==> config.mk <==
export PLATFORM = sky130hd
export DESIGN_NAME = prsn_div
export DESIGN_NICKNAME = d
export VERILOG_FILES = /design/src/hdl/pilot_referenced_sample_normaliser_defines.svh /design/src/hdl/prsn_div.sv
export SDC_FILE = /design/constraint.sdc
export NUM_CORES = 1
export LEC_CHECK = 0
export ABC_AREA = 1
export ABC_CLOCK_PERIOD_IN_PS = 8300
export BUFFER_PORTS_ARGS = -buffer_cell sky130_fd_sc_hd__clkbuf_2
export CORE_MARGIN = 2
export CORE_UTILIZATION = 64
export DETAILED_ROUTE_END_ITERATION = 7
export PLACE_DENSITY = 0.8
export SYNTH_ARGS = -nofsm -noshare
export SYNTH_HDL_FRONTEND = slang
export SYNTH_SLANG_ARGS = --single-unit
==> constraint.sdc <==
create_clock -name clk -period 8.3 [get_ports clk]
set_input_delay 1.66 -clock clk [delete_from_list [all_inputs] [get_ports clk]]
set_output_delay 1.66 -clock clk [all_outputs]
set_load 0.03 [all_outputs]
==> src/hdl/pilot_referenced_sample_normaliser_defines.svh <==
// Assertion helpers shared by the normaliser RTL.
`ifndef PILOT_REFERENCED_SAMPLE_NORMALISER_DEFINES_SVH
`define PILOT_REFERENCED_SAMPLE_NORMALISER_DEFINES_SVH

// Same-cycle implication, sampled on clk, off during reset.
`define PRSN_ASSERT_NOW(lbl, ante, cons, msg) \
  lbl: assert property (@(posedge clk) disable iff (!rst_n) (ante) |-> (cons)) \
    else $error(msg);

// Next-cycle implication, sampled on clk, off during reset.
`define PRSN_ASSERT_NEXT(lbl, ante, cons, msg) \
  lbl: assert property (@(posedge clk) disable iff (!rst_n) (ante) |=> (cons)) \
    else $error(msg);

`endif

==> src/hdl/prsn_div.sv <==
// ----------------------------------------------------------------------------
// prsn_div
// Pipelined restoring divider, a few quotient bits per stage.
// ----------------------------------------------------------------------------
module prsn_div #(
  parameter int Q_W = 20,
  parameter int D_W = 8,
  parameter int SPS = 4
) (
  input  logic           clk,
  input  logic           en,
  input  logic [D_W-1:0] rem_init,  // must be below den
  input  logic [Q_W-1:0] num,
  input  logic [D_W-1:0] den,
  output logic [Q_W-1:0] quo
);

  localparam int NST = (Q_W + SPS - 1) / SPS;

  logic [D_W-1:0] rem_r  [NST];
  logic [Q_W-1:0] work_r [NST];
  logic [D_W-1:0] den_r  [NST-1];  // last stage needs no divisor

  for (genvar g = 0; g < NST; g++) begin : g_st
    logic [D_W-1:0] src_rem;
    logic [Q_W-1:0] src_work;
    logic [D_W-1:0] src_den;
    logic [D_W-1:0] rem_nxt;
    logic [Q_W-1:0] work_nxt;

    if (g == 0) begin : g_first
      assign src_rem  = rem_init;
      assign src_work = num;
      assign src_den  = den;
    end else begin : g_rest
      assign src_rem  = rem_r[g-1];
      assign src_work = work_r[g-1];
      assign src_den  = den_r[g-1];
    end

    always_comb begin
      logic [D_W:0] ext;
      logic         ge;
      ext      = '0;
      ge       = 1'b0;
      rem_nxt  = src_rem;
      work_nxt = src_work;
      for (int t = 0; t < SPS; t++) begin
        if (g * SPS + t < Q_W) begin
          ext      = {rem_nxt, work_nxt[Q_W-1]};
          ge       = ext >= {1'b0, src_den};
          work_nxt = {work_nxt[Q_W-2:0], ge};
          if (ge) ext = ext - {1'b0, src_den};
          rem_nxt  = ext[D_W-1:0];
        end
      end
    end

    always_ff @(posedge clk) begin
      if (en) begin
        rem_r[g]  <= rem_nxt;
        work_r[g] <= work_nxt;
      end
    end

    if (g < NST - 1) begin : g_den
      always_ff @(posedge clk) begin
        if (en) den_r[g] <= src_den;
      end
    end
  end

  assign quo = work_r[NST-1];

endmodule

Yosys cells after proc, flatten, opt, wreduce, memory -nomap -nowiden
Memory sizes are Yosys's and may differ from the RTL's.
Cells that the tools add are included.
{ "op_classes": {"n_eq_ne": 0, "bitwise": 0, "n_reduce_logical": 0, "div_mod_pow": 0, "addsub": 20, "shifts": 0, "order_cmp": 20, "n_mux": 22, "n_mul": 0} }
{ "op_table": {"columns": ["op", "n"], "rows": [
  ["9-bit by 8-bit >= comparator with 1-bit output", 20],
  ["8-bit 2-to-1 mux", 20],
  ["8-bit subtractor", 20],
  ["1-bit 2-to-1 mux", 2]
]} }
{ "word_totals": {"latch_bits": 0, "inputBits": 38, "rom_bits": 0, "out_inout_bits": 20, "register_bits": 0, "ramBits": 172, "memories": 3, "wordCells": 65} }
{ "mem_list": {"columns": ["name", "depth", "word_bits", "rd", "rd_ports_with_merged_regs", "wr", "line", "source"], "rows": [
  ["work_r", 5, 20, 5, 0, 5, "prsn_div.sv:21", "logic [Q_W-1:0] work_r [NST];"],
  ["rem_r", 5, 8, 4, 0, 5, "prsn_div.sv:20", "logic [D_W-1:0] rem_r [NST];"],
  ["den_r", 4, 8, 4, 0, 4, "prsn_div.sv:22", "logic [D_W-1:0] den_r [NST-1];"]
]} }

Longest topological paths before layout
An unclocked memory read counts as a cell.
{ "logic_depth": {"ltp_word": 9, "mapped_depth": 47, "ltp_nobuf": 45} }

Worst setup path before layout
No wires, ideal clock.
{ "synth_path": {"kind": "in2reg", "start": "input port den[3]", "end": "memory rem_r[0][1] (data pin)", "path_stages": 41, "path_slack_ns": 0.725, "path_buffers": 2, "arrival_ns": 7.323, "cell_sequence": "inv_1 > ha_1 > nand2_1 > inv_2 > nand4_1 > nand2_1 > nand2_2 > nand2_4 > inv_2 > or2_2 > o21ai_0 > inv_1 > ha_1 > nand2_1 > inv_1 > a41oi_1 > nand2_2 > nor2_4 > [5 not listed] > a21oi_1 > o21ai_1 > nand2_1 > o211ai_1 > a211oi_2 > nand2_4 > buf_6 > nand2_1 > o21ai_2 > ha_1 > a21oi_1 > nand2_1 > nand4_1 > o211ai_1 > a221oi_1 > nand3_2 > nand2_1 > nand2_1"} }
{ "synth_lines": {"columns": ["element", "line", "source"], "rows": [
  ["start, declared", "prsn_div.sv:14", "input logic [D_W-1:0] den,"],
  ["end, declared", "prsn_div.sv:20", null]
]} }

==> impl_metrics.yaml <==
sta:
  worst_pin_slew_ns: 1.04
  min_period_over_period_pct: 93.1
  slew_violations: 0
  slew-limit-headroom_pct: 30.8
  period_needed_ns: 7.73
  finalSetupViolCount: 0
  finalHoldViolations: 0
  clock.fmax_mhz: 129
  clock_skew_ns: 0.0108
  rsz0062_at_grt: "no"
floorplan:
  fp.dieW_um: 152
  start_util_pct: 64.6
  ios: 58
  core_region_area_um2: 21600
  dieArea_um2: 23000
  die_y_um: 152
  rows: 54
global_route:
  antenna_found_initial: 0
  grt_use_total_pct: 28.0
  grt_pass1_wl_mm: 50.9
  grt_pass1_vias: 10700
  grt_max_degree: 86
  grt-ovfl-total: 0
clock_network:
  cts_setup_buffers: 0
  cts_root_buf: "clkbuf_16"
  clock_sinks: 164
  htreeDepth: 4
  cts_tree: "yes"
  clk_latency_ns: 0.44
  cts_buffers: 17
  clkTransAtPathRegs_ns: 0.07
  clockBufferDepth: 2
critical_path:
  crit_slowest_cell: "ha_1"
  cp_max_fo: 12
  critPathLaunchType: "input pin"
  worst_ep_arrival_time_ns: 7.92
  critPathMaxStageDelay_ns: 0.39
  required_ns: 8.49
  endpoint_kind: "flop"
  cpMostUsedCell: "nand2_1"
  critical_path_class: "input pin to flop"
yosys:
  synth_top_family_by_area: "simple AND/OR/NAND/NOR gates"
  ys_ff_latch: 164
  synth_top_area_share_pct: 35.3
  synth.most_common_cell: "nand2_1"
  syn_nets: 1924
  synthTopCellsByCount: "nand2_1 (459), inv_1 (270), edfxtp_1 (164)"
  synth-compound-area-share_pct: 10.2
  synthSimpleGateAreaFrac_pct: 23.5
  synthAdderAreaFrac_pct: 17.1
  synth.distinct_cells: 50
  synth_xor_xnor_area_share_pct: 5.45
  avgSynthCellArea_um2: 8.18
  ys_top_cells_by_area: "edfxtp_1 (35%), ha_1 (14%), nand2_1 (12%), inv_1 (7.3%), a21oi_1 (3.8%)"
  synth_area_leader_cell: "edfxtp_1"
  synth_edf_count: 164
  postSynth.asyncResetShare_pct: 0
  yosysSeqAreaShare_pct: 35.3
  synth_flop_cell: "edfxtp_1"
  synth_mux_area_share_pct: 0
  synth_area_um2: 14000
  synth_warnings: 0
  syn_inst: 1707
detailed_routing:
  drt_iter0_drc: 644
  avgRoutedWirePerCell_um: 14.7
  via_count: 11200
  routed_via_density: 5.42
  first_pass_iters: 5
  drc_errors: 0
  detail-route-antenna-nets: 0
  wirelength_mm: 30.4
layout:
  regArea_um2: 4920
  fin_area_um2: 15100
  diodes: 0
  multiInputGateArea_um2: 7860
  drive_gt1_share_pct: 11.1
  nFillCells: 1776
  syn2layout_area_growth_pct: 8.32
  layout.nets: 1995
place:
  placement.io_buffers: 57
  post_dp_cell_area_um2: 14500
  gp_congestion: 0.940
  dp_hpwl_mm: 23.6
status:
  outcome: "finished, final reports clean"
run:
  max-cap-violations: 0
worst_hold_path:
  hold_class: "flop to flop"
cells by family (layout without fill, tap and decap cells):
group,count (synthesis),count (layout)
buffers and inverters,295,378
xor gates and xnor gates,87,87
AOI/OAI and AO/OA,239,239
DFF,164,164
adders and majority gates,179,179
and+or+nand+nor,743,743
repair_timing:
item                                    4_1_cts  5_1_grt
gates resized for setup                       0        2
hold buffers                                  0        0
endpoints found under the setup margin        0        9
registers in the layout (all words and copies together), names as in the netlist:
register / cells
work_r: 100
den_r: 32
rem_r: 32
per-stage QoR:
step                cells  setup TNS (ns)  utilization, %  hold WS [ns]  worst slack, ns
floorplan            1707               0               -         0.400            0.725
global placement     2039               0            67.3         0.401            0.258
detailed placement   2039          -0.159            67.3         0.405          -0.0435
CTS                  2070               0            69.9         0.417            0.413
global route         2070               0            70.0         0.423           0.0241
finish               2070               0            70.0         0.416            0.571
final cells by class:
type                       instances  share of cell area (%)
timing repair buffer              65                    2.32
tap                              280                    2.32
sequential                       164                    32.5
clock buffer                      17                    2.81
inverter                         282                    7.04
clock inverter                    14                    1.00
multi-input combinational       1248                    52.0
metal layers:
layer	share of wire (%)	routed length, um	track usage (%)
met5	0	0	0
met4	2.1	631	8.29
met3	5.7	1740	5.39
met2	49	14900	48.9
met1	43	13100	35.2
critical path, delay by kind of cell:
| kind | cells | cell delay (ns) |
|---|---|---|
| simple gates | 19 | 2.36 |
| compound gates | 10 | 1.94 |
| fa+ha+maj | 4 | 1.37 |
| buf+inv | 7 | 0.55 |
placed cells by master (no fill, tap or decap), types with 4 or more instances in the layout:
cell	n
nand2_1	459
inv_1	270
edfxtp_1	164
ha_1	160
a21oi_1	106
nor2_1	87
nand3_1	80
clkbuf_2	56
xor2_1	54
o21ai_0	44
xnor2_1	33
nand2_2	26
nand4_1	22
o21ai_1	21
o21ai_2	20
fa_1	19
clkbuf_16	17
nor3_1	16
inv_2	10
nand3b_1	9
or2_2	9
nor2_2	8
o211ai_1	8
nand3_2	8
o21a_1	8
buf_4	8
nand2_4	5
a21oi_2	5
inv_6	5
nor2_4	4
o21bai_1	4
a31oi_1	4
final timing paths:
kind              cells past startpoint                    start                      end  slack [ns]
setup / recovery                     40                   den[3]    rem_r[0][5]$_DFFE_PP_        0.57
hold / removal                        0  work_r[0][28]$_DFFE_PP_  work_r[0][52]$_DFFE_PP_        0.42
setup reg to reg                     38    den_r[2][1]$_DFFE_PP_   rem_r[0][25]$_DFFE_PP_        0.81
hold reg to reg                       0  work_r[0][28]$_DFFE_PP_  work_r[0][52]$_DFFE_PP_        0.42
Power is not shown: default switching activity piles up to over one toggle a cycle in this logic, so the estimate is an artifact.
